### src/design/gdl_pkg.sv
// Shared types, constants and helpers for the grid diffusion Laplacian block.
// No dependencies; every design file refers to this package by scoped names.
package gdl_pkg;

  // Grid limits and store geometry
  localparam int MAX_COLS    = 64;
  localparam int MAX_ROWS    = 64;
  localparam int MAX_LAYERS  = 16;
  localparam int STORE_DEPTH = MAX_LAYERS * MAX_ROWS * MAX_COLS;
  localparam int ADDR_W      = $clog2(STORE_DEPTH);

  // Field widths
  localparam int LAYER_W    = 4;
  localparam int ROW_W      = 6;
  localparam int COL_W      = 6;
  localparam int VAL_W      = 16;
  localparam int COEFF_W    = 16;
  localparam int CNT_W      = 3;
  localparam int TERM_W     = 20;
  localparam int LAYER_SZ_W = 5;
  localparam int ROW_SZ_W   = 7;
  localparam int COL_SZ_W   = 7;
  localparam int CFG_IDX_W  = 2;
  localparam int CFG_DATA_W = 16;

  // Sequencer steps: step 0 reads the voxel itself, steps 1..6 the faces
  localparam int NUM_FACES = 6;
  localparam int STEP_W    = $clog2(NUM_FACES + 1);
  localparam int FACE_W    = $clog2(NUM_FACES);
  localparam logic [STEP_W-1:0] LAST_STEP = STEP_W'(NUM_FACES);

  // Face offsets
  localparam logic signed [1:0] D_ROW   [NUM_FACES] = '{2'sd0, 2'sd0, 2'sd0, -2'sd1, 2'sd1, 2'sd0};
  localparam logic signed [1:0] D_COL   [NUM_FACES] = '{2'sd0, -2'sd1, 2'sd1, 2'sd0, 2'sd0, 2'sd0};
  localparam logic signed [1:0] D_LAYER [NUM_FACES] = '{-2'sd1, 2'sd0, 2'sd0, 2'sd0, 2'sd0, 2'sd1};

  // Opcodes
  localparam logic OP_WRITE   = 1'b0;
  localparam logic OP_COMPUTE = 1'b1;

  // Configuration register indexes
  localparam logic [CFG_IDX_W-1:0] REG_COEFF  = 2'd0;
  localparam logic [CFG_IDX_W-1:0] REG_COLS   = 2'd1;
  localparam logic [CFG_IDX_W-1:0] REG_ROWS   = 2'd2;
  localparam logic [CFG_IDX_W-1:0] REG_LAYERS = 2'd3;

  typedef enum logic [1:0] {
    ST_IDLE,
    ST_RUN,
    ST_DRAIN,
    ST_MUL
  } state_t;

  // Datapath controls issued by the sequencer
  typedef struct packed {
    logic clear;     // new compute item: zero accumulator and count
    logic own_load;  // read data is the voxel's own value
    logic nb_add;    // read data is an in-grid neighbour
    logic finish;    // multiply and load the result registers
  } ctrl_t;

  // Linear store address of a voxel
  function automatic logic [ADDR_W-1:0] addr_of(input logic [LAYER_W-1:0] l,
                                                input logic [ROW_W-1:0]   r,
                                                input logic [COL_W-1:0]   c);
    addr_of = ADDR_W'((int'(l) * MAX_ROWS + int'(r)) * MAX_COLS + int'(c));
  endfunction

endpackage

### src/design/gdl_datapath.sv
// Accumulator, coefficient multiplier and result registers.
// Depends on gdl_pkg for widths and the control struct.
module gdl_datapath (
  input  logic                         clk,
  input  logic                         rst,
  input  gdl_pkg::ctrl_t               ctrl,
  input  logic [gdl_pkg::VAL_W-1:0]    mem_rdata,
  input  logic [gdl_pkg::COEFF_W-1:0]  coeff,
  input  logic [gdl_pkg::LAYER_W-1:0]  cur_layer,
  input  logic [gdl_pkg::ROW_W-1:0]    cur_row,
  input  logic [gdl_pkg::COL_W-1:0]    cur_col,
  output logic                         done,
  output logic [gdl_pkg::LAYER_W-1:0]  out_layer,
  output logic [gdl_pkg::ROW_W-1:0]    out_row,
  output logic [gdl_pkg::COL_W-1:0]    out_col,
  output logic [gdl_pkg::CNT_W-1:0]    neighbour_count,
  output logic signed [gdl_pkg::TERM_W-1:0] diff_term
);

  logic [gdl_pkg::VAL_W-1:0]         own;
  logic signed [gdl_pkg::TERM_W-1:0] acc;
  logic [gdl_pkg::CNT_W-1:0]         count;
  logic signed [gdl_pkg::TERM_W-1:0] nb_ext, own_ext, step_diff;
  logic signed [gdl_pkg::TERM_W+gdl_pkg::COEFF_W:0] prod;

  // Shared adder: each neighbour adds (neighbour - own)
  always_comb begin
    nb_ext    = $signed(gdl_pkg::TERM_W'(mem_rdata));
    own_ext   = $signed(gdl_pkg::TERM_W'(own));
    step_diff = nb_ext - own_ext;
    prod      = acc * $signed({1'b0, coeff});
  end

  // Accumulation
  always_ff @(posedge clk) begin
    if (ctrl.clear) begin
      acc   <= '0;
      count <= '0;
    end else if (ctrl.nb_add) begin
      acc   <= acc + step_diff;
      count <= count + gdl_pkg::CNT_W'(1);
    end
    if (ctrl.own_load) begin
      own <= mem_rdata;
    end
  end

  // Result registers; arithmetic shift by 16 rounds toward minus infinity
  always_ff @(posedge clk) begin
    if (ctrl.finish) begin
      out_layer       <= cur_layer;
      out_row         <= cur_row;
      out_col         <= cur_col;
      neighbour_count <= count;
      diff_term       <= prod[gdl_pkg::TERM_W+gdl_pkg::COEFF_W-1:gdl_pkg::COEFF_W];
    end
  end

  // Result strobe
  always_ff @(posedge clk) begin
    if (rst) begin
      done <= 1'b0;
    end else begin
      done <= ctrl.finish;
    end
  end

endmodule

### config.mk
export PLATFORM = sky130hd
export DESIGN_NAME = gdl_datapath
export DESIGN_NICKNAME = d
export VERILOG_FILES = /design/src/design/gdl_pkg.sv /design/src/design/gdl_datapath.sv
export SDC_FILE = /design/constraint.sdc
export NUM_CORES = 1
export LEC_CHECK = 0
export BUFFER_PORTS_ARGS = -buffer_cell sky130_fd_sc_hd__buf_2
export CORE_MARGIN = 3
export CORE_UTILIZATION = 58
export CTS_CLUSTER_SIZE = 20
export DETAILED_ROUTE_END_ITERATION = 12
export HOLD_SLACK_MARGIN = 0.05
export PLACE_DENSITY = 0.81
export SLEW_MARGIN = 20
export SYNTH_ARGS = -nofsm -noshare
export SYNTH_HDL_FRONTEND = slang
export SYNTH_SLANG_ARGS = --single-unit
### constraint.sdc
create_clock -name clk -period 7.5 [get_ports clk]
set_input_delay 1.5 -clock clk [delete_from_list [all_inputs] [get_ports clk]]
set_output_delay 1.5 -clock clk [all_outputs]
set_load 0.02 [all_outputs]
Yosys cells after proc, flatten, opt, wreduce, memory -nomap -nowiden
Index checks and enable logic that the tools add are counted.

Bits in read-only memories: 0. Bits in latches: 0. Logic and storage cells: 13. Output and inout port bits: 40. Input port bits: 54. Bits in registers: 79. Bits in writable memories: 0. Memories kept: 0.

Mux-type cells: 0. Equality and inequality tests: 0. $mul: 1. Add/sub/neg operators: 3. Div/mod/pow operators: 0. Shifts and indexed selects: 0. Order comparisons: 0. Reduce and logical (&&, ||, !) cells: 0. Bitwise gates (word level): 0.

Operators with widths (count): $mul 20x17->36 (1); $add 20x17->20 (1); $sub 16x16->17 (1); $add 3x1->3 const B (1).

Depth between registers and ports, before layout
Depth after elaboration: 2. Gate-level depth with buffers: 26.

Worst setup path after synthesis
OpenSTA, ideal clock, no wires.

Path kind: input to register. From: input port coeff[9] in the netlist's numbering. To: register diff_term[16] in the netlist's numbering, data pin. Path slack: 170 ps. Stages: 23. Library setup time: 258 ps. Data arrival time: 7072 ps. Cell sequence: clkbuf_1 > buf_1 > nand2_1 > fa_1 > inv_1 > fa_1 > inv_1 > fa_1 > inv_1 > fa_1 > fa_1 > inv_1 > fa_1 > inv_1 > ha_1 > a21oi_1 > o21bai_1 > a311oi_1 > o21ai_0 > a31o_2 > a311o_1 > a31oi_1 > xnor2_1.

Word-level cells in the longest chain between the ends: 1.

RTL lines: start: declaration (RTL line gdl_datapath.sv:8) `input logic [gdl_pkg::COEFF_W-1:0] coeff,`; $mul 20x17->36 (RTL line gdl_datapath.sv:31) `prod = acc * $signed({1'b0, coeff});`; net prod, one bit (RTL line gdl_datapath.sv:24) `logic signed [gdl_pkg::TERM_W+gdl_pkg::COEFF_W:0] prod;`; end signal: assignment (RTL line gdl_datapath.sv:55) `diff_term <= prod[gdl_pkg::TERM_W+gdl_pkg::COEFF_W-1:gdl_pkg::COEFF_W];`; end: declaration (RTL line gdl_datapath.sv:17) `output logic signed [gdl_pkg::TERM_W-1:0] diff_term`.

The timed path passes the listed nets, and every way through them passes these cells. A chain may end at the register's enable or synchronous reset.

Worst setup path in the final report
From: input port coeff[8] in the netlist's numbering. To: register diff_term[14] in the netlist's numbering, data pin.

The elaborated chain is that of the path after synthesis.

==> impl_metrics.py <==
metrics = {
    "global_route": {
        "grt_antenna_before_repair": 2,
        "grt_max_degree": 41,
        "grt-ovfl-total": 0,
        "grt_pass1_wl_um": 59400,
        "grt_pass1_vias": 12500,
        "track_usage_pct": 25.9,
    },
    "cells_and_area": {
        "n_antenna_cell": 0,
        "layout-drive-gt1-share_pct": 9.38,
        "regArea_um2": 2130,
        "layout.nets": 2226,
        "instances_no_fill": 2072,
        "multiInputGateArea_um2": 11500,
        "syn_to_final_growth_pct": 8.18,
        "n_fill_cell": 2124,
    },
    "clocking": {
        "clockBufferDepth": 2,
        "clock-sinks": 79,
        "clkTransAtPathRegs_ps": 70,
        "htree_num_levels": 3,
        "cts_inserted_buffers": 9,
        "root_buffer": "clkbuf_16",
        "clk_latency_ps": 370,
        "tritoncts": "built",
        "cts_setup_buffers": 0,
    },
    "logic_synthesis": {
        "synth-edff-count": 55,
        "synth_cell_type_count": 55,
        "netlist_area_um2": 15500,
        "syn_nets": 2143,
        "ys_top_cells_by_area": "fa_1, edfxtp_1, inv_1, ha_1, nand2_1",
        "synth-xor-area-share_pct": 3.57,
        "postSynthCellCount": 1649,
        "yosys.area.top_type": "fa_1",
        "synth-seq-area-share_pct": 13.8,
        "synth_compound_area_share_pct": 5.22,
        "synth_top_flop_cell": "edfxtp_1",
        "yosysMostFrequentCell": "inv_1",
        "netlist_top_cells_count": "inv_1, fa_1, nand2_1",
        "synthSimpleGateAreaFrac_pct": 13.4,
        "syn_avg_cell_area_um2": 9.38,
        "synth_warnings": 0,
        "synth_top_family_by_area": "adder cells",
        "synthArstFlopShare_pct": 0,
        "post_synth_fa_ha_maj_area_fraction_pct": 50.9,
        "synth_mux_area_share_pct": 1.11,
        "ys_ff_latch": 79,
        "yosys.area.top_type_share_pct": 40.9,
    },
    "routing": {
        "maxUsedRoutingLayer": "met5",
        "dr.first_iter.drc_count": 659,
        "wl_met3_um": 2300,
        "drt-met1-wl_um": 13200,
        "wl_per_cell_um": 16.8,
        "drc": 0,
        "wl_met2_um": 18100,
        "routed_wl_um": 34900,
        "viasPerCell": 5.38,
        "ant_nets": 0,
        "firstDrtPassIters": 8,
        "dr_total_vias": 11100,
    },
    "run_status": {
        "status": "finished, final reports clean",
    },
    "timing": {
        "max-slew-margin-rel_pct": 33.3,
        "tightest_slew_ps": 1000,
        "period_share_pct": 94.9,
        "rsz0062_at_grt": "no",
        "hold_viol_final": 0,
        "clock_skew_ps": 16.6,
        "fin_ws_ps": 384,
        "slew_viol_final": 0,
        "period_minus_slack_ps": 7120,
        "setup_violations": 0,
        "max_freq_mhz": 141,
    },
    "floorplan": {
        "die_h_um": 169,
        "ios": 94,
        "start_util_pct": 59.2,
        "design.die.area_um2": 28700,
        "die_w_um": 169,
        "fp-row-count": 59,
        "core_um2": 26100,
    },
    "worst_setup_path": {
        "worst-path-stages": 22,
        "cp_cell_sequence": "buf_2, buf_4, nand2_1, fa_1, inv_1, fa_1, fa_1, fa_1, fa_1, inv_1, fa_1, inv_1, ha_1, inv_1, o21bai_1, a311oi_1, o21ai_1, buf_4, a41o_1, a41oi_1, o21bai_1, xor2_1",
        "setup.worst_path.start": "coeff[8]",
        "r2r_slack_ps": 970,
        "critical_path.top_delay_family": "adder cells",
        "r2r-end": "diff_term[14]",
        "cp-start-kind": "input port",
        "r2r_cells": 21,
        "slowest_stage": "fa_1",
        "critical-path-max-stage-delay_ps": 570,
        "path_common_cell": "fa_1",
        "worst-setup-path-type": "input port to flop",
        "worstPathMaxFanout": 11,
        "crit_required_ps": 7610,
        "timing.rr.start": "acc[9]",
        "cp_data_arrival_time_ps": 7220,
        "end_kind": "flop",
        "path_buf_inv": 7,
        "crit_end": "diff_term[14]",
    },
    "hold_path": {
        "hold_path_class": "flop to flop",
    },
    "placed_design": {
        "place_inst": 2056,
        "gp_congestion": 0.888,
        "place_ws_ps": -41.1,
        "port_buffers": 93,
        "dpl.hpwl_um": 28700,
    },
    "job": {
        "cap_violations": 0,
    },
}
## worst min-delay path by stage
stage,startpoint,endpoint,cells past startpoint
after floorplan,count[2],neighbour_count[2],0
after global placement,count[2],neighbour_count[2],0
after CTS,count[2],neighbour_count[2],0
after detailed placement,count[2],neighbour_count[2],0
final,count[2],neighbour_count[2],0
after global routing,count[2],neighbour_count[2],0
## cells by family (layout without fill, tap and decap cells)
family,Yosys count,after routing
buf+inv,495,583
compound gates,117,117
simple gates,438,438
mux,17,17
fa+ha+maj,440,440
flops,79,79
xor+xnor,63,63
## registers in the layout, indices dropped and copies added, names as in the netlist
name and flops:
neighbour_count 3, own 16, out_layer 4, out_col 6, out_row 6, diff_term 20, done 1, count 3
acc 20
## through the flow
stage,utilization (%),TNS (ps),hold WS (ps),cell area (µm²)
after floorplan,-,0,428,15500
after global placement,62.8,0,439,16400
after detailed placement,62.8,-63.0,436,16400
after CTS,64.0,0,455,16700
after global routing,64.1,0,471,16700
final,64.1,0,456,16700
## metal layers
metal / vias up / global-route usage [%]
li1: 5054 / -
met1: 5601 / 31.5
met2: 390 / 45.8
met3: 95 / 5.19
met4: 2 / 9.85
met5: - / 0
## worst register-to-register path, delay by kind of cell, from the launching register on
family          cells  cell delay, ps
fa+ha+maj           7            3120
compound gates      7            1470
xor+xnor            1             140
flops               1             860
buf+inv             5             440
simple gates        1             250
## placed cells by master, fill, tap and decap left out, types with 3 or more instances in the layout
cell	n
fa_1	316
xor2_1	19
and2_1	126
buf_4	38
o21bai_1	8
a21o_1	10
a41oi_1	3
nand2b_1	8
a211oi_1	6
xnor2_1	44
inv_1	436
dfxtp_1	24
ha_1	124
o22ai_1	3
o21ai_0	14
clkbuf_16	9
mux2i_1	16
a31oi_1	3
o211ai_1	3
a21oi_1	34
nor2_1	43
nand3_1	12
buf_2	93
o21a_1	5
nor2b_1	8
a31o_2	3
nor3_1	10
edfxtp_1	55
o21ai_1	4
nand2_1	218
and3_1	5
## what timing repair did
| item | CTS | global route |
|---|---|---|
| resized for setup | 0 | 3 |
| hold buffers | 0 | 0 |
| endpoints found under the setup margin | 0 | 8 |
## layout make-up
class	instances	share of cell area, %
multi-input combinational	1075	68.6
sequential	79	12.7
inverter	436	9.78
timing repair buffer	131	4.48
tap	335	2.50
clock buffer	9	1.35
clock inverter	7	0.508
Power is left out: the tool's default activity adds up to more than one toggle a clock period on the data nets, which glitch-free logic cannot reach.
