### config.mk
export PLATFORM = sky130hd
export DESIGN_NAME = gdl_seq
export DESIGN_NICKNAME = d
export VERILOG_FILES = /design/src/design/gdl_pkg.sv /design/src/design/gdl_seq.sv
export SDC_FILE = /design/constraint.sdc
export NUM_CORES = 1
export LEC_CHECK = 0
export ABC_CLOCK_PERIOD_IN_PS = 7800
export BUFFER_PORTS_ARGS = -buffer_cell sky130_fd_sc_hd__clkbuf_2
export CORE_UTILIZATION = 30
export DETAILED_ROUTE_END_ITERATION = 10
export GPL_ROUTABILITY_DRIVEN = 1
export HOLD_SLACK_MARGIN = 0.05
export SYNTH_ARGS = -nofsm -noshare
export SYNTH_HDL_FRONTEND = slang
export SYNTH_SLANG_ARGS = --single-unit
export TNS_END_PERCENT = 100
### constraint.sdc
create_clock -name clk -period 7.8 [get_ports clk]
set_input_delay 2.34 -clock clk [delete_from_list [all_inputs] [get_ports clk]]
set_output_delay 2.34 -clock clk [all_outputs]
set_load 0.005 [all_outputs]
### src/design/gdl_pkg.sv
// Shared types, constants and helpers for the grid diffusion Laplacian block.
// No dependencies; every design file refers to this package by scoped names.
package gdl_pkg;

  // Grid limits and store geometry
  localparam int MAX_COLS    = 64;
  localparam int MAX_ROWS    = 64;
  localparam int MAX_LAYERS  = 16;
  localparam int STORE_DEPTH = MAX_LAYERS * MAX_ROWS * MAX_COLS;
  localparam int ADDR_W      = $clog2(STORE_DEPTH);

  // Field widths
  localparam int LAYER_W    = 4;
  localparam int ROW_W      = 6;
  localparam int COL_W      = 6;
  localparam int VAL_W      = 16;
  localparam int COEFF_W    = 16;
  localparam int CNT_W      = 3;
  localparam int TERM_W     = 20;
  localparam int LAYER_SZ_W = 5;
  localparam int ROW_SZ_W   = 7;
  localparam int COL_SZ_W   = 7;
  localparam int CFG_IDX_W  = 2;
  localparam int CFG_DATA_W = 16;

  // Sequencer steps: step 0 reads the voxel itself, steps 1..6 the faces
  localparam int NUM_FACES = 6;
  localparam int STEP_W    = $clog2(NUM_FACES + 1);
  localparam int FACE_W    = $clog2(NUM_FACES);
  localparam logic [STEP_W-1:0] LAST_STEP = STEP_W'(NUM_FACES);

  // Face offsets
  localparam logic signed [1:0] D_ROW   [NUM_FACES] = '{2'sd0, 2'sd0, 2'sd0, -2'sd1, 2'sd1, 2'sd0};
  localparam logic signed [1:0] D_COL   [NUM_FACES] = '{2'sd0, -2'sd1, 2'sd1, 2'sd0, 2'sd0, 2'sd0};
  localparam logic signed [1:0] D_LAYER [NUM_FACES] = '{-2'sd1, 2'sd0, 2'sd0, 2'sd0, 2'sd0, 2'sd1};

  // Opcodes
  localparam logic OP_WRITE   = 1'b0;
  localparam logic OP_COMPUTE = 1'b1;

  // Configuration register indexes
  localparam logic [CFG_IDX_W-1:0] REG_COEFF  = 2'd0;
  localparam logic [CFG_IDX_W-1:0] REG_COLS   = 2'd1;
  localparam logic [CFG_IDX_W-1:0] REG_ROWS   = 2'd2;
  localparam logic [CFG_IDX_W-1:0] REG_LAYERS = 2'd3;

  typedef enum logic [1:0] {
    ST_IDLE,
    ST_RUN,
    ST_DRAIN,
    ST_MUL
  } state_t;

  // Datapath controls issued by the sequencer
  typedef struct packed {
    logic clear;     // new compute item: zero accumulator and count
    logic own_load;  // read data is the voxel's own value
    logic nb_add;    // read data is an in-grid neighbour
    logic finish;    // multiply and load the result registers
  } ctrl_t;

  // Linear store address of a voxel
  function automatic logic [ADDR_W-1:0] addr_of(input logic [LAYER_W-1:0] l,
                                                input logic [ROW_W-1:0]   r,
                                                input logic [COL_W-1:0]   c);
    addr_of = ADDR_W'((int'(l) * MAX_ROWS + int'(r)) * MAX_COLS + int'(c));
  endfunction

endpackage

### src/design/gdl_seq.sv
// Sequencer: accepts items, walks the voxel and its six faces over the store port.
// Depends on gdl_pkg for types, face offsets and address helper.
module gdl_seq (
  input  logic                           clk,
  input  logic                           rst,
  input  logic                           start,
  input  logic                           opcode,
  input  logic [gdl_pkg::LAYER_W-1:0]    layer,
  input  logic [gdl_pkg::ROW_W-1:0]      row,
  input  logic [gdl_pkg::COL_W-1:0]      col,
  input  logic [gdl_pkg::VAL_W-1:0]      value,
  input  logic [gdl_pkg::COL_SZ_W-1:0]   cols_used,
  input  logic [gdl_pkg::ROW_SZ_W-1:0]   rows_used,
  input  logic [gdl_pkg::LAYER_SZ_W-1:0] layers_used,
  output logic                           busy,
  output logic                           mem_we,
  output logic [gdl_pkg::ADDR_W-1:0]     mem_addr,
  output logic [gdl_pkg::VAL_W-1:0]      mem_wdata,
  output gdl_pkg::ctrl_t                 ctrl,
  output logic [gdl_pkg::LAYER_W-1:0]    cur_layer,
  output logic [gdl_pkg::ROW_W-1:0]      cur_row,
  output logic [gdl_pkg::COL_W-1:0]      cur_col
);

  gdl_pkg::state_t state, state_next;
  logic [gdl_pkg::STEP_W-1:0] step, step_next;
  logic tag_own, tag_nb;

  logic [gdl_pkg::LAYER_SZ_W-1:0] nl;
  logic [gdl_pkg::ROW_SZ_W-1:0]   nr;
  logic [gdl_pkg::COL_SZ_W-1:0]   nc;
  logic accept, in_grid, in_store, go_compute;

  logic [gdl_pkg::FACE_W-1:0]      face;
  logic signed [gdl_pkg::LAYER_W+1:0] ql;
  logic signed [gdl_pkg::ROW_W+1:0]   qr;
  logic signed [gdl_pkg::COL_W+1:0]   qc;
  logic nb_ok;
  logic [gdl_pkg::ADDR_W-1:0] rd_addr;

  // Sizes in use, saturated at the store limits
  always_comb begin
    nl = (32'(layers_used) > gdl_pkg::MAX_LAYERS) ?
         gdl_pkg::LAYER_SZ_W'(gdl_pkg::MAX_LAYERS) : layers_used;
    nr = (32'(rows_used) > gdl_pkg::MAX_ROWS) ?
         gdl_pkg::ROW_SZ_W'(gdl_pkg::MAX_ROWS) : rows_used;
    nc = (32'(cols_used) > gdl_pkg::MAX_COLS) ?
         gdl_pkg::COL_SZ_W'(gdl_pkg::MAX_COLS) : cols_used;
  end

  // Item acceptance and address checks
  assign busy       = (state != gdl_pkg::ST_IDLE);
  assign accept     = start && !busy;
  assign in_grid    = ({1'b0, layer} < nl) && ({1'b0, row} < nr) && ({1'b0, col} < nc);
  assign in_store   = (32'(layer) < gdl_pkg::MAX_LAYERS) && (32'(row) < gdl_pkg::MAX_ROWS) &&
                      (32'(col) < gdl_pkg::MAX_COLS);
  assign go_compute = accept && (opcode == gdl_pkg::OP_COMPUTE) && in_grid;

  // Neighbour coordinates for the current step
  always_comb begin
    face  = gdl_pkg::FACE_W'(step - gdl_pkg::STEP_W'(1));
    ql    = $signed({2'b00, cur_layer}) + (gdl_pkg::LAYER_W+2)'(gdl_pkg::D_LAYER[face]);
    qr    = $signed({2'b00, cur_row})   + (gdl_pkg::ROW_W+2)'(gdl_pkg::D_ROW[face]);
    qc    = $signed({2'b00, cur_col})   + (gdl_pkg::COL_W+2)'(gdl_pkg::D_COL[face]);
    nb_ok = !ql[gdl_pkg::LAYER_W+1] && (ql[gdl_pkg::LAYER_W:0] < nl) &&
            !qr[gdl_pkg::ROW_W+1]   && (qr[gdl_pkg::ROW_W:0]   < nr) &&
            !qc[gdl_pkg::COL_W+1]   && (qc[gdl_pkg::COL_W:0]   < nc);
    if (step == '0) begin
      rd_addr = gdl_pkg::addr_of(cur_layer, cur_row, cur_col);
    end else begin
      rd_addr = gdl_pkg::addr_of(ql[gdl_pkg::LAYER_W-1:0], qr[gdl_pkg::ROW_W-1:0],
                                 qc[gdl_pkg::COL_W-1:0]);
    end
  end

  // Store port: writes while idle, sequenced reads otherwise
  always_comb begin
    mem_wdata = value;
    if (state == gdl_pkg::ST_IDLE) begin
      mem_we   = accept && (opcode == gdl_pkg::OP_WRITE) && in_store;
      mem_addr = gdl_pkg::addr_of(layer, row, col);
    end else begin
      mem_we   = 1'b0;
      mem_addr = rd_addr;
    end
  end

  // State register and read tags
  always_ff @(posedge clk) begin
    if (rst) begin
      state   <= gdl_pkg::ST_IDLE;
      step    <= '0;
      tag_own <= 1'b0;
      tag_nb  <= 1'b0;
    end else begin
      state   <= state_next;
      step    <= step_next;
      tag_own <= (state == gdl_pkg::ST_RUN) && (step == '0);
      tag_nb  <= (state == gdl_pkg::ST_RUN) && (step != '0) && nb_ok;
    end
  end

  // Coordinates of the item in progress
  always_ff @(posedge clk) begin
    if (go_compute) begin
      cur_layer <= layer;
      cur_row   <= row;
      cur_col   <= col;
    end
  end

  // Next state and datapath controls
  always_comb begin
    state_next    = state;
    step_next     = step;
    ctrl.clear    = go_compute;
    ctrl.own_load = tag_own;
    ctrl.nb_add   = tag_nb;
    ctrl.finish   = 1'b0;
    case (state)
      gdl_pkg::ST_IDLE: begin
        if (go_compute) begin
          state_next = gdl_pkg::ST_RUN;
          step_next  = '0;
        end
      end
      gdl_pkg::ST_RUN: begin
        if (step == gdl_pkg::LAST_STEP) begin
          state_next = gdl_pkg::ST_DRAIN;
        end else begin
          step_next = step + gdl_pkg::STEP_W'(1);
        end
      end
      gdl_pkg::ST_DRAIN: begin
        state_next = gdl_pkg::ST_MUL;
      end
      gdl_pkg::ST_MUL: begin
        ctrl.finish = 1'b1;
        state_next  = gdl_pkg::ST_IDLE;
      end
      default: begin
        state_next = gdl_pkg::ST_IDLE;
      end
    endcase
  end

  // Checks
  a_step_walk: assert property (@(posedge clk) disable iff (rst)
    (state == gdl_pkg::ST_RUN && step != gdl_pkg::LAST_STEP) |=>
      (state == gdl_pkg::ST_RUN && step == $past(step) + gdl_pkg::STEP_W'(1)))
    else $error("step counter skipped during neighbour walk");

  a_tags_excl: assert property (@(posedge clk) disable iff (rst)
    !(tag_own && tag_nb))
    else $error("own and neighbour reads tagged in the same cycle");

  a_own_first: assert property (@(posedge clk) disable iff (rst)
    go_compute |=> (state == gdl_pkg::ST_RUN && step == '0))
    else $error("compute item did not start at the own-value read");

  a_no_write_busy: assert property (@(posedge clk) disable iff (rst)
    busy |-> !mem_we)
    else $error("store written during a compute item");

endmodule

# == Word level (Yosys, flattened, before mapping) ==
# Memory sizes are Yosys's and may differ from the RTL's.
# Cells that the tools add are included.
# totals
ff_bits,23
latch_bits,0
ram_bits,0
romBits,48
wordCells,84
mem_count,3
# classes
addsub,11
multipliers,0
n_div,0
magnitude_cmp,10
eq_ne,7
shifts,0
n_mux,19
bitwise,2
reduce_logical,25
# mem_list
memory,words,width,rd,rd_ports_with_merged_regs,wr,line,source
(name not given),8,2,1,0,0,gdl_seq.sv:64,"qc = $signed({2'b00, cur_col}) + (gdl_pkg::COL_W+2)'(gdl_pkg::D_COL[face]);"
(name not given),8,2,1,0,0,gdl_seq.sv:63,"qr = $signed({2'b00, cur_row}) + (gdl_pkg::ROW_W+2)'(gdl_pkg::D_ROW[face]);"
(name not given),8,2,1,0,0,gdl_seq.sv:62,"ql = $signed({2'b00, cur_layer}) + (gdl_pkg::LAYER_W+2)'(gdl_pkg::D_LAYER[face]);"
# ops
cell,n
$add 16x6->16,3
$mux 16,2
$add 10x6->10,3
$add 7x2->8,2
$mux 2,8
$gt 7x7->1 const B,2
$logic_and 1x1->1,14
$lt 6x7->1,2
$lt 7x7->1,2
$mux 7,2
$pmux 2 s4,1
$add 5x2->6,1
$mux 3,2
$pmux 3 s2,1
$gt 5x5->1 const B,1
$lt 4x5->1,1
$lt 5x5->1,1
$mux 5,1
$eq 2x2->1 const B,2
$ge 4x4->1 const B,1
$logic_not 1->1,4
$ne 2x2->1 const B,2
$not 3->4,1
$reduce_bool 2->1,2
12 further kinds,13

# == Depth between registers and ports, before layout ==
# Gate-level depths: netlist (run 1).
# depth
ltp_word,13
depth_mapped,20
ltp_nobuf,20

# == Worst setup path after synthesis (run 1) ==
# Ideal clock, no wire load.
# synth_path
path_type,input-to-output
start,input port rows_used[6] (netlist bit)
end,output port ctrl[3] (netlist bit)
t_arrival_ns,4.034
required_ns,5.460
setup_slack_ns,1.426
stages,9
path_cell_list,inv_1 nand2_1 ha_1 nor2b_1 nor2b_1 a211oi_2 nand3_2 inv_1 buf_4
# synth_via
elab_chain_len,6
# synth_rtl
item,line,source
from (decl),gdl_seq.sv:13,"input logic [gdl_pkg::ROW_SZ_W-1:0] rows_used,"
$gt 7x7->1,gdl_seq.sv:45,nr = (32'(rows_used) > gdl_pkg::MAX_ROWS) ?
$mux 7 (*),gdl_seq.sv:45,
$lt 6x7->1 (*),gdl_seq.sv:54,"assign in_grid = ({1'b0, layer} < nl) && ({1'b0, row} < nr) && ({1'b0, col} < nc);"
$logic_and 1x1->1 (*) (2 in a row),gdl_seq.sv:54,
$logic_and 1x1->1 (*),gdl_seq.sv:57,assign go_compute = accept && (opcode == gdl_pkg::OP_COMPUTE) && in_grid;
to (decl),gdl_seq.sv:19,"output gdl_pkg::ctrl_t ctrl,"
# Mark *: on every way between the ends. The rest lies on a longest branch, timed or not.

==> impl_metrics.yaml, run 1 <==
power:
  p_leak_nw: 1.55
  ir_drop_mv: 0.0834
  p_clk_share_pct: 11.8
  p_seq_share_pct: 22.3
  p_int_mw: 0.377
  comb_power_share_pct: 65.9
  power_density_nw_per_um2: 210
  power_switching_mw: 0.318
  power.share.switching_pct: 45.8
yosys:
  synthesis.nets: 440
  syn_avg_cell_area_sq_um: 8.83
  async_flop_share_pct: 0
  ys_types: 53
  yosysWarnings: 0
  netlist.area_leader.share_pct: 23.3
  synth_top_cell_by_area: "ha_1"
  synthCells: 329
  synth_flop_cell: "edfxtp_1"
  synth_edf_count: 16
  syn-cell-area_sq_um: 2900
  synth.area.top_cells: "ha_1 (23%), edfxtp_1 (17%), buf_4 (4.9%)"
  synth-seq-cells: 23
  ys_seq_area_share_pct: 21.4
drt:
  wl_per_cell_um: 14.2
  drc: 0
  drt-initial-drc-count: 71
  wl_um: 7310
  vias: 2455
  firstDrtPassIters: 4
  via_per_inst: 4.78
  ant_nets: 0
flow_run:
  cap_violations: 0
worst_setup_path:
  end_kind: "output pin"
  critical_path_class: "in -> out"
  start_kind: "input port"
  worstPathArrival_ns: 3.98
  crit_required_ns: 5.46
  crit_fanout: 7
final_layout:
  drive_gt1_share_pct: 24.4
  nets: 497
  utilization_pct: 35.5
  areaGrowthSynthToFinish_pct: 14.0
  fillers: 988
  fin_area_sq_um: 3310
  n_antenna_cell: 0
placed_design:
  place_congestion: 0.853
  io_buffers: 76
  place_area_sq_um: 3270
  place_hpwl_um: 6020
  dp_slack_ns: 1.45
global_route:
  grt_use_total_pct: 14.7
  grt_pass1_vias: 2320
  grt.overflow.total: 0
  grt_start_max_net_pins: 28
  grt_pass1_wl_um: 11500
  antenna_found_initial: 0
timing:
  period_share_pct: 81.0
  maxSlewHeadroom_pct: 59.9
  worst_slew_pin_slew_ns: 0.601
  fmax_mhz: 158
  drv_slew: 0
  fin_ws_ns: 1.48
  final-setup-viol-count: 0
  hold_viol: 0
  finClkSkew_ns: 0.00792
  rsz0062_at_grt: "no"
  final.min_clock_period_ns: 6.32
  finalSetupTns_ns: 0
floorplanning:
  rows: 35
  die-area_sq_um: 10100
  die_width_um: 100
  die_h_um: 100
  num_io_pins: 109
  core_area_sq_um: 9330
  start_util_pct: 31.1
clock_tree:
  cts_setup_buffers: 0
  ctsHoldBuffers: 0
  numCtsBuffers: 3
  cts_buffer_depth: 2
  tritoncts: "built"
  cts-root-buf: "clkbuf_8"
  htreeDepth: 1
  cts_resized: 0
  cts_sinks: 23
  insertion_delay_ns: 0.28
  cts.clk_slew.worst_paths_ns: 0.10
worst_hold_path:
  hold_class: "reg -> reg"
status:
  status: "finished, final reports clean"
[per-stage QoR]
| stage | hold WS [ns] | std cells | total power, mW |
|---|---|---|---|
| 3_3_place_gp | 0.504 | 510 | 0.607 |
| 2_1_floorplan | 0.484 | 329 | 0.496 |
| 3_5_place_dp | 0.518 | 510 | 0.618 |
| 6_report | 0.533 | 514 | 0.694 |
| 4_1_cts | 0.537 | 514 | 0.705 |
| 5_1_grt | 0.577 | 514 | 0.766 |
[Yosys cell counts (all sizes together), types with 5 or more instances]
library cell  number
o21ai             24
dfxtp              7
edfxtp            16
nand3              5
buf               22
a21oi             19
xnor2             12
nand2             40
nor2b             10
ha                54
nor2              15
inv               24
mux2i             14
xor2               6
[kinds of logic (layout without fill, tap and decap cells)]
| logic type | after synthesis | in the layout | synth area share (%) |
|---|---|---|---|
| multiplexers | 18 | 18 | 6.51 |
| XOR/XNOR | 18 | 18 | 6.07 |
| buffers and inverters | 50 | 106 | 9.82 |
| AND/OR/NAND/NOR | 91 | 91 | 15.4 |
| adder cells (fa/ha/maj) | 56 | 56 | 24.6 |
| AO/OA/AOI/OAI | 73 | 73 | 16.2 |
| flip-flops | 23 | 23 | 21.4 |
[path summary, 6_finish.rpt]
kind                                   start  endpoint  slack (ns)  depth (start not counted)
worst max register to register       step[0]    tag_nb        3.43                         20
worst min register to register      state[1]  state[1]        0.53                          2
worst max-delay path            rows_used[6]   ctrl[3]        1.48                         10
worst min-delay path                state[1]  state[1]        0.53                          2
[critical path, cell delays in order]
cell,delay (ns)
clkbuf_2,0.10
inv_1,0.17
nand2_1,0.11
ha_1,0.27
nor2b_1,0.14
nor2b_1,0.14
a211oi_2,0.28
nand3_2,0.17
inv_1,0.13
clkbuf_2,0.12
[registers in the layout (all words and copies together) (netlist names)]
name	flops
tag_own	1
cur_col	6
cur_layer	4
tag_nb	1
step	3
cur_row	6
state	2
[power groups by stage]
stage	clock (mW)	sequential, mW	combinational, mW
floorplan	0	0.155	0.341
global placement	0	0.157	0.450
detailed placement	0	0.158	0.460
CTS	0.0869	0.155	0.463
global route	0.0884	0.157	0.521
finish	0.0823	0.155	0.457
[routing by layer]
layer	vias to the layer above	track usage, %	wire [um]
met5	-	0	0
met4	0	4.12	147
met3	11	2.30	322
met2	50	25.4	3450
met1	1128	18.9	3390
li1	1266	-	-
[area by class of cell]
type                       count  area, sq um  share of cell area, %
multi-input combinational    256         2000                   60.4
sequential                    23          621                   18.7
timing repair buffer          78          395                   11.9
tap                          129          161                   4.88
inverter                      24         90.1                   2.72
clock buffer                   4         45.0                   1.36
[layout by cell type, fill, tap and decap left out, types with 2 or more instances in the layout]
cell type / netlist / layout
clkbuf_2: 0 / 76
ha_1: 54 / 54
nand2_1: 38 / 38
o21ai_0: 24 / 24
inv_1: 24 / 24
a21oi_1: 17 / 17
edfxtp_1: 16 / 16
nor2_1: 15 / 15
mux2i_1: 14 / 14
xnor2_1: 11 / 11
nor2b_1: 10 / 10
dfxtp_1: 7 / 7
xor2_1: 6 / 6
a21o_1: 4 / 4
nand2b_1: 4 / 4
nand3_1: 4 / 4
mux2_2: 3 / 3
and2_1: 3 / 3
nand4_1: 3 / 3
o21bai_1: 3 / 3
o2111ai_1: 3 / 3
a31oi_1: 3 / 3
nor3_1: 3 / 3
clkbuf_8: 1 / 3
o211ai_1: 2 / 2
a21boi_0: 2 / 2
a21oi_2: 2 / 2
and3_1: 2 / 2
and4_1: 2 / 2
a211oi_2: 2 / 2
nor4_1: 2 / 2
fa_1: 2 / 2
buf_4: 19 / 2
Power figures use the tool's default switching activity.
==> run 2: changes to the inputs <==
Settings changed: ABC_CLOCK_PERIOD_IN_PS 7800 to 6600.
Clock period 7.8 ns to 6.6 ns, I/O delays scaled along.
==> impl_metrics.yaml, run 2 (synthesis gave the netlist of run 1 again) <==
final_layout:
  drive_gt1_share_pct: 24.4
  instances_no_fill: 514
  fin_area_sq_um: 3310
  fillers: 978
  mostFrequentLayoutCells: "clkbuf_2 (76), ha_1 (54), nand2_1 (38)"
  nets: 497
  top_regs: "cur_col (6), cur_row (6), cur_layer (4)"
  n_antenna_cell: 0
  areaGrowthSynthToFinish_pct: 14.0
  layout_commonest_cell: "clkbuf_2"
floorplanning:
  die_h_um: 100
  start_util_pct: 31.1
  num_io_pins: 109
  die_width_um: 100
  die-area_sq_um: 10100
  rows: 35
  core_area_sq_um: 9330
drt:
  ant_nets: 0
  drc: 0
  wl_um: 7450
  via_per_inst: 4.75
  vias: 2444
  wl_per_cell_um: 14.5
  drt-initial-drc-count: 78
  firstDrtPassIters: 4
placed_design:
  place_hpwl_um: 6040
  place_area_sq_um: 3270
  dp.cells: 510
  place_congestion: 0.848
  io_buffers: 76
  dp_slack_ns: 0.939
clock_tree:
  cts_sinks: 23
  cts-root-buf: "clkbuf_8"
  htreeDepth: 1
  cts.clk_slew.worst_paths_ns: 0.09
  insertion_delay_ns: 0.27
  cts_resized: 0
  numCtsBuffers: 3
  cts_setup_buffers: 0
  cts_buffer_depth: 2
  tritoncts: "built"
  ctsHoldBuffers: 0
worst_hold_path:
  holdCritStartpoint: "state[1]"
  hold_class: "reg -> reg"
  whs_path_depth: 2
global_route:
  grt_start_max_net_pins: 28
  grt_pass1_vias: 2350
  grt.overflow.total: 0
  antenna_found_initial: 0
  grt_use_total_pct: 14.7
  grt_pass1_wl_um: 11700
timing:
  fmax_mhz: 177
  final.min_clock_period_ns: 5.64
  fin_ws_ns: 0.956
  finClkSkew_ns: 0.00566
  rsz0062_at_grt: "no"
  hold_viol: 0
  finalSetupTns_ns: 0
  period_share_pct: 85.5
  drv_slew: 0
  final-setup-viol-count: 0
  maxSlewHeadroom_pct: 60.2
  worst_slew_pin_slew_ns: 0.597
power:
  finalPower_mw: 0.821
  power_density_nw_per_um2: 248
  comb_power_share_pct: 66.0
  p_int_mw: 0.445
  ir_drop_mv: 0.103
  p_leak_nw: 1.55
  power.share.switching_pct: 45.8
  power_switching_mw: 0.376
  p_clk_share_pct: 11.7
  p_seq_share_pct: 22.3
worst_setup_path:
  end_kind: "output pin"
  reg2reg_depth: 20
  r2r_start: "step[0]"
  critPathLaunch: "step[0]"
  start_kind: "register"
  crit_fanout: 9
  worstPathArrival_ns: 3.66
  critical_path_class: "reg -> out"
  crit_required_ns: 4.62
flow_run:
  cap_violations: 0
status:
  status: "finished, final reports clean"
[run 2: cell counts in the layout (fill, tap and decap cells not counted)]
No cell type changed its count.
[run 2: layer usage]
layer	vias up	global-route usage, %	wire [um]
met1	1128	19.4	3570
met5	-	0	0
met2	49	25.8	3510
met3	6	1.95	305
li1	1261	-	-
met4	0	2.56	60
[run 2: power groups by stage]
stage	clock network (mW)	logic [mW]	registers, mW
3_3_place_gp	0	0.533	0.186
5_1_grt	0.105	0.613	0.185
2_1_floorplan	0	0.403	0.183
3_5_place_dp	0	0.545	0.186
6_report	0.0961	0.542	0.183
4_1_cts	0.100	0.549	0.183
[run 2: final timing paths]
path	endpoint	slack (ns)
setup / recovery	mem_addr[10]	0.96
hold reg to reg	state[1]	0.53
setup reg to reg	tag_nb	2.22
hold / removal	state[1]	0.53
[run 2: critical path, stage by stage (launching register included)]
cell,delay (ns)
dfxtp_1,0.51
inv_1,0.15
ha_1,0.28
xnor2_4,0.26
nand2_1,0.21
o21ai_0,0.18
ha_1,0.22
inv_1,0.05
fa_1,0.39
nand2b_1,0.17
a21boi_0,0.21
nor2_1,0.08
xnor2_1,0.24
mux2i_1,0.11
o21ai_0,0.18
clkbuf_2,0.14
[run 2: area by class of cell]
class	count	area, sq um	share of cell area [%]
multi-input cells	256	2000	60.4
flip-flops and latches	23	621	18.7
repair buffers	78	395	11.9
well taps	129	161	4.88
inverters	24	90.1	2.72
clock buffers	4	45.0	1.36
[run 2: metrics by stage]
stage,util [%],hold slack (ns)
6_report,35.5,0.532
5_1_grt,35.5,0.576
4_1_cts,35.5,0.528
3_5_place_dp,35.0,0.514
3_3_place_gp,35.0,0.502
2_1_floorplan,-,0.484
==> run 3: changes to the inputs <==
Settings changed: CTS_CLUSTER_SIZE from default to 14, REMOVE_ABC_BUFFERS from default to 1.
==> impl_metrics.yaml, run 3 (synthesis gave the netlist of run 1 again) <==
clock_tree:
  cts.clk_slew.worst_paths_ns: 0.10
  cts_setup_buffers: 0
  htreeDepth: 1
  insertion_delay_ns: 0.28
  numCtsBuffers: 3
  cts_sinks: 23
  cts_buffer_depth: 2
  ctsHoldBuffers: 0
  tritoncts: "built"
  cts_resized: 0
  cts-root-buf: "clkbuf_8"
placed_design:
  io_buffers: 76
  place_hpwl_um: 6260
  dp_slack_ns: 0.992
  place_congestion: 0.802
timing:
  finalSetupTns_ns: 0
  drv_slew: 0
  rsz0062_at_grt: "no"
  period_share_pct: 85.4
  final-setup-viol-count: 0
  worst_slew_pin_slew_ns: 0.584
  fin_ws_ns: 0.961
  fmax_mhz: 177
  finClkSkew_ns: 0.00776
  maxSlewHeadroom_pct: 61.0
  hold_viol: 0
  final.min_clock_period_ns: 5.64
global_route:
  grt_pass1_wl_um: 12400
  grt.overflow.total: 0
  grt_pass1_vias: 2552
  grt_start_max_net_pins: 33
  antenna_found_initial: 0
  grt_use_total_pct: 15.8
final_layout:
  fillers: 973
  regArea_sq_um: 621
  drive_gt1_share_pct: 24.7
  n_antenna_cell: 0
  layout_commonest_cell: "clkbuf_2"
  top_regs: "cur_col (6), cur_row (6), cur_layer (4)"
  mostFrequentLayoutCells: "clkbuf_2 (76), ha_1 (54), nand2_1 (38)"
  areaGrowthSynthToFinish_pct: 14.1
  nets: 497
  multi_input_area_sq_um: 2000
drt:
  wl_per_cell_um: 15.0
  firstDrtPassIters: 4
  via_per_inst: 4.86
  wl_um: 7720
  vias: 2499
  drc: 0
  drt-initial-drc-count: 53
  ant_nets: 0
worst_setup_path:
  r2r_setup_slack_ns: 2.29
  cp_slowest_stage_delay_ns: 0.52
  r2r_end: "tag_nb"
  worstPathArrival_ns: 3.66
  crit_required_ns: 4.62
  cp_slowest_cell: "dfxtp_1"
  end_kind: "output pin"
  cp-endpoint: "mem_addr[10]"
  critical_path_class: "reg -> out"
  reg2reg_depth: 20
  crit_fanout: 9
  start_kind: "register"
  cp_cell_sequence: "inv_1, ha_1, xnor2_4, nand2_1, o21ai_0, ha_1, inv_1, fa_1, nand2b_1, a21boi_0, nor2_1, xnor2_1, mux2i_1, o21ai_0, clkbuf_2"
  critPathLaunch: "step[0]"
  r2r_start: "step[0]"
floorplanning:
  num_io_pins: 109
  start_util_pct: 31.1
  core_area_sq_um: 9330
  die_width_um: 100
  rows: 35
  die-area_sq_um: 10100
  die_h_um: 100
power:
  ir_drop_mv: 0.117
  p_leak_nw: 1.55
  power_density_nw_per_um2: 247
  finalPower_mw: 0.820
status:
  status: "finished, final reports clean"
flow_run:
  cap_violations: 0
worst_hold_path:
  hold_class: "reg -> reg"
==> run 3: changes by cell type in the layout (fill, tap and decap cells not counted), sizes merged <==
| cell | change |
|---|---|
| clkinvlp | +1 |
| clkbuf | -1 |
==> run 3: layout make-up <==
type,instances,share of cell area (%)
inverters,24,2.72
clock inverters,1,0.227
multi-input cells,256,60.3
repair buffers,78,11.9
flip-flops and latches,23,18.7
clock buffers,3,1.25
well taps,129,4.87
==> run 3: power breakdown <==
group / internal (mW) / switching [mW]
logic: 0.232 / 0.305
clock network: 0.0429 / 0.0558
registers: 0.169 / 0.0150
==> run 3: how the worst min path moves through the flow <==
stage                         from        to  slack, ns  cells past startpoint
after floorplan           state[1]  state[1]       0.48                      2
after global placement    state[1]  state[1]       0.51                      2
after detailed placement  state[1]  state[1]       0.52                      2
after CTS                 state[1]  state[1]       0.53                      2
after global routing      state[1]  state[1]       0.55                      2
final                     state[1]  state[1]       0.53                      2
==> run 3: critical path: cells and delay by family (launching register included) <==
family / cells / cell delay (ns)
AND/OR/NAND/NOR: 3 / 0.43
buffers and inverters: 3 / 0.35
flip-flops: 1 / 0.52
adder cells (fa/ha/maj): 3 / 0.91
AO/OA/AOI/OAI: 3 / 0.57
XOR/XNOR: 2 / 0.50
multiplexers: 1 / 0.11
==> run 3: through the flow <==
step / instances / cell area, sq um / utilization (%) / hold slack [ns]
after floorplan: 303 / 2710 / - / 0.484
after global placement: 510 / 3270 / 35.0 / 0.508
after detailed placement: 510 / 3270 / 35.0 / 0.516
after CTS: 514 / 3310 / 35.5 / 0.533
after global routing: 514 / 3310 / 35.5 / 0.552
final: 514 / 3310 / 35.5 / 0.529
==> run 3: metal layers <==
layer  vias up  share of wire (%)  GRT usage [%]
met2        74                 48           26.2
met5         -                  0              0
li1       1269                  -              -
met4         0                1.6           5.13
met3        10                5.3           3.69
met1      1146                 45           20.1
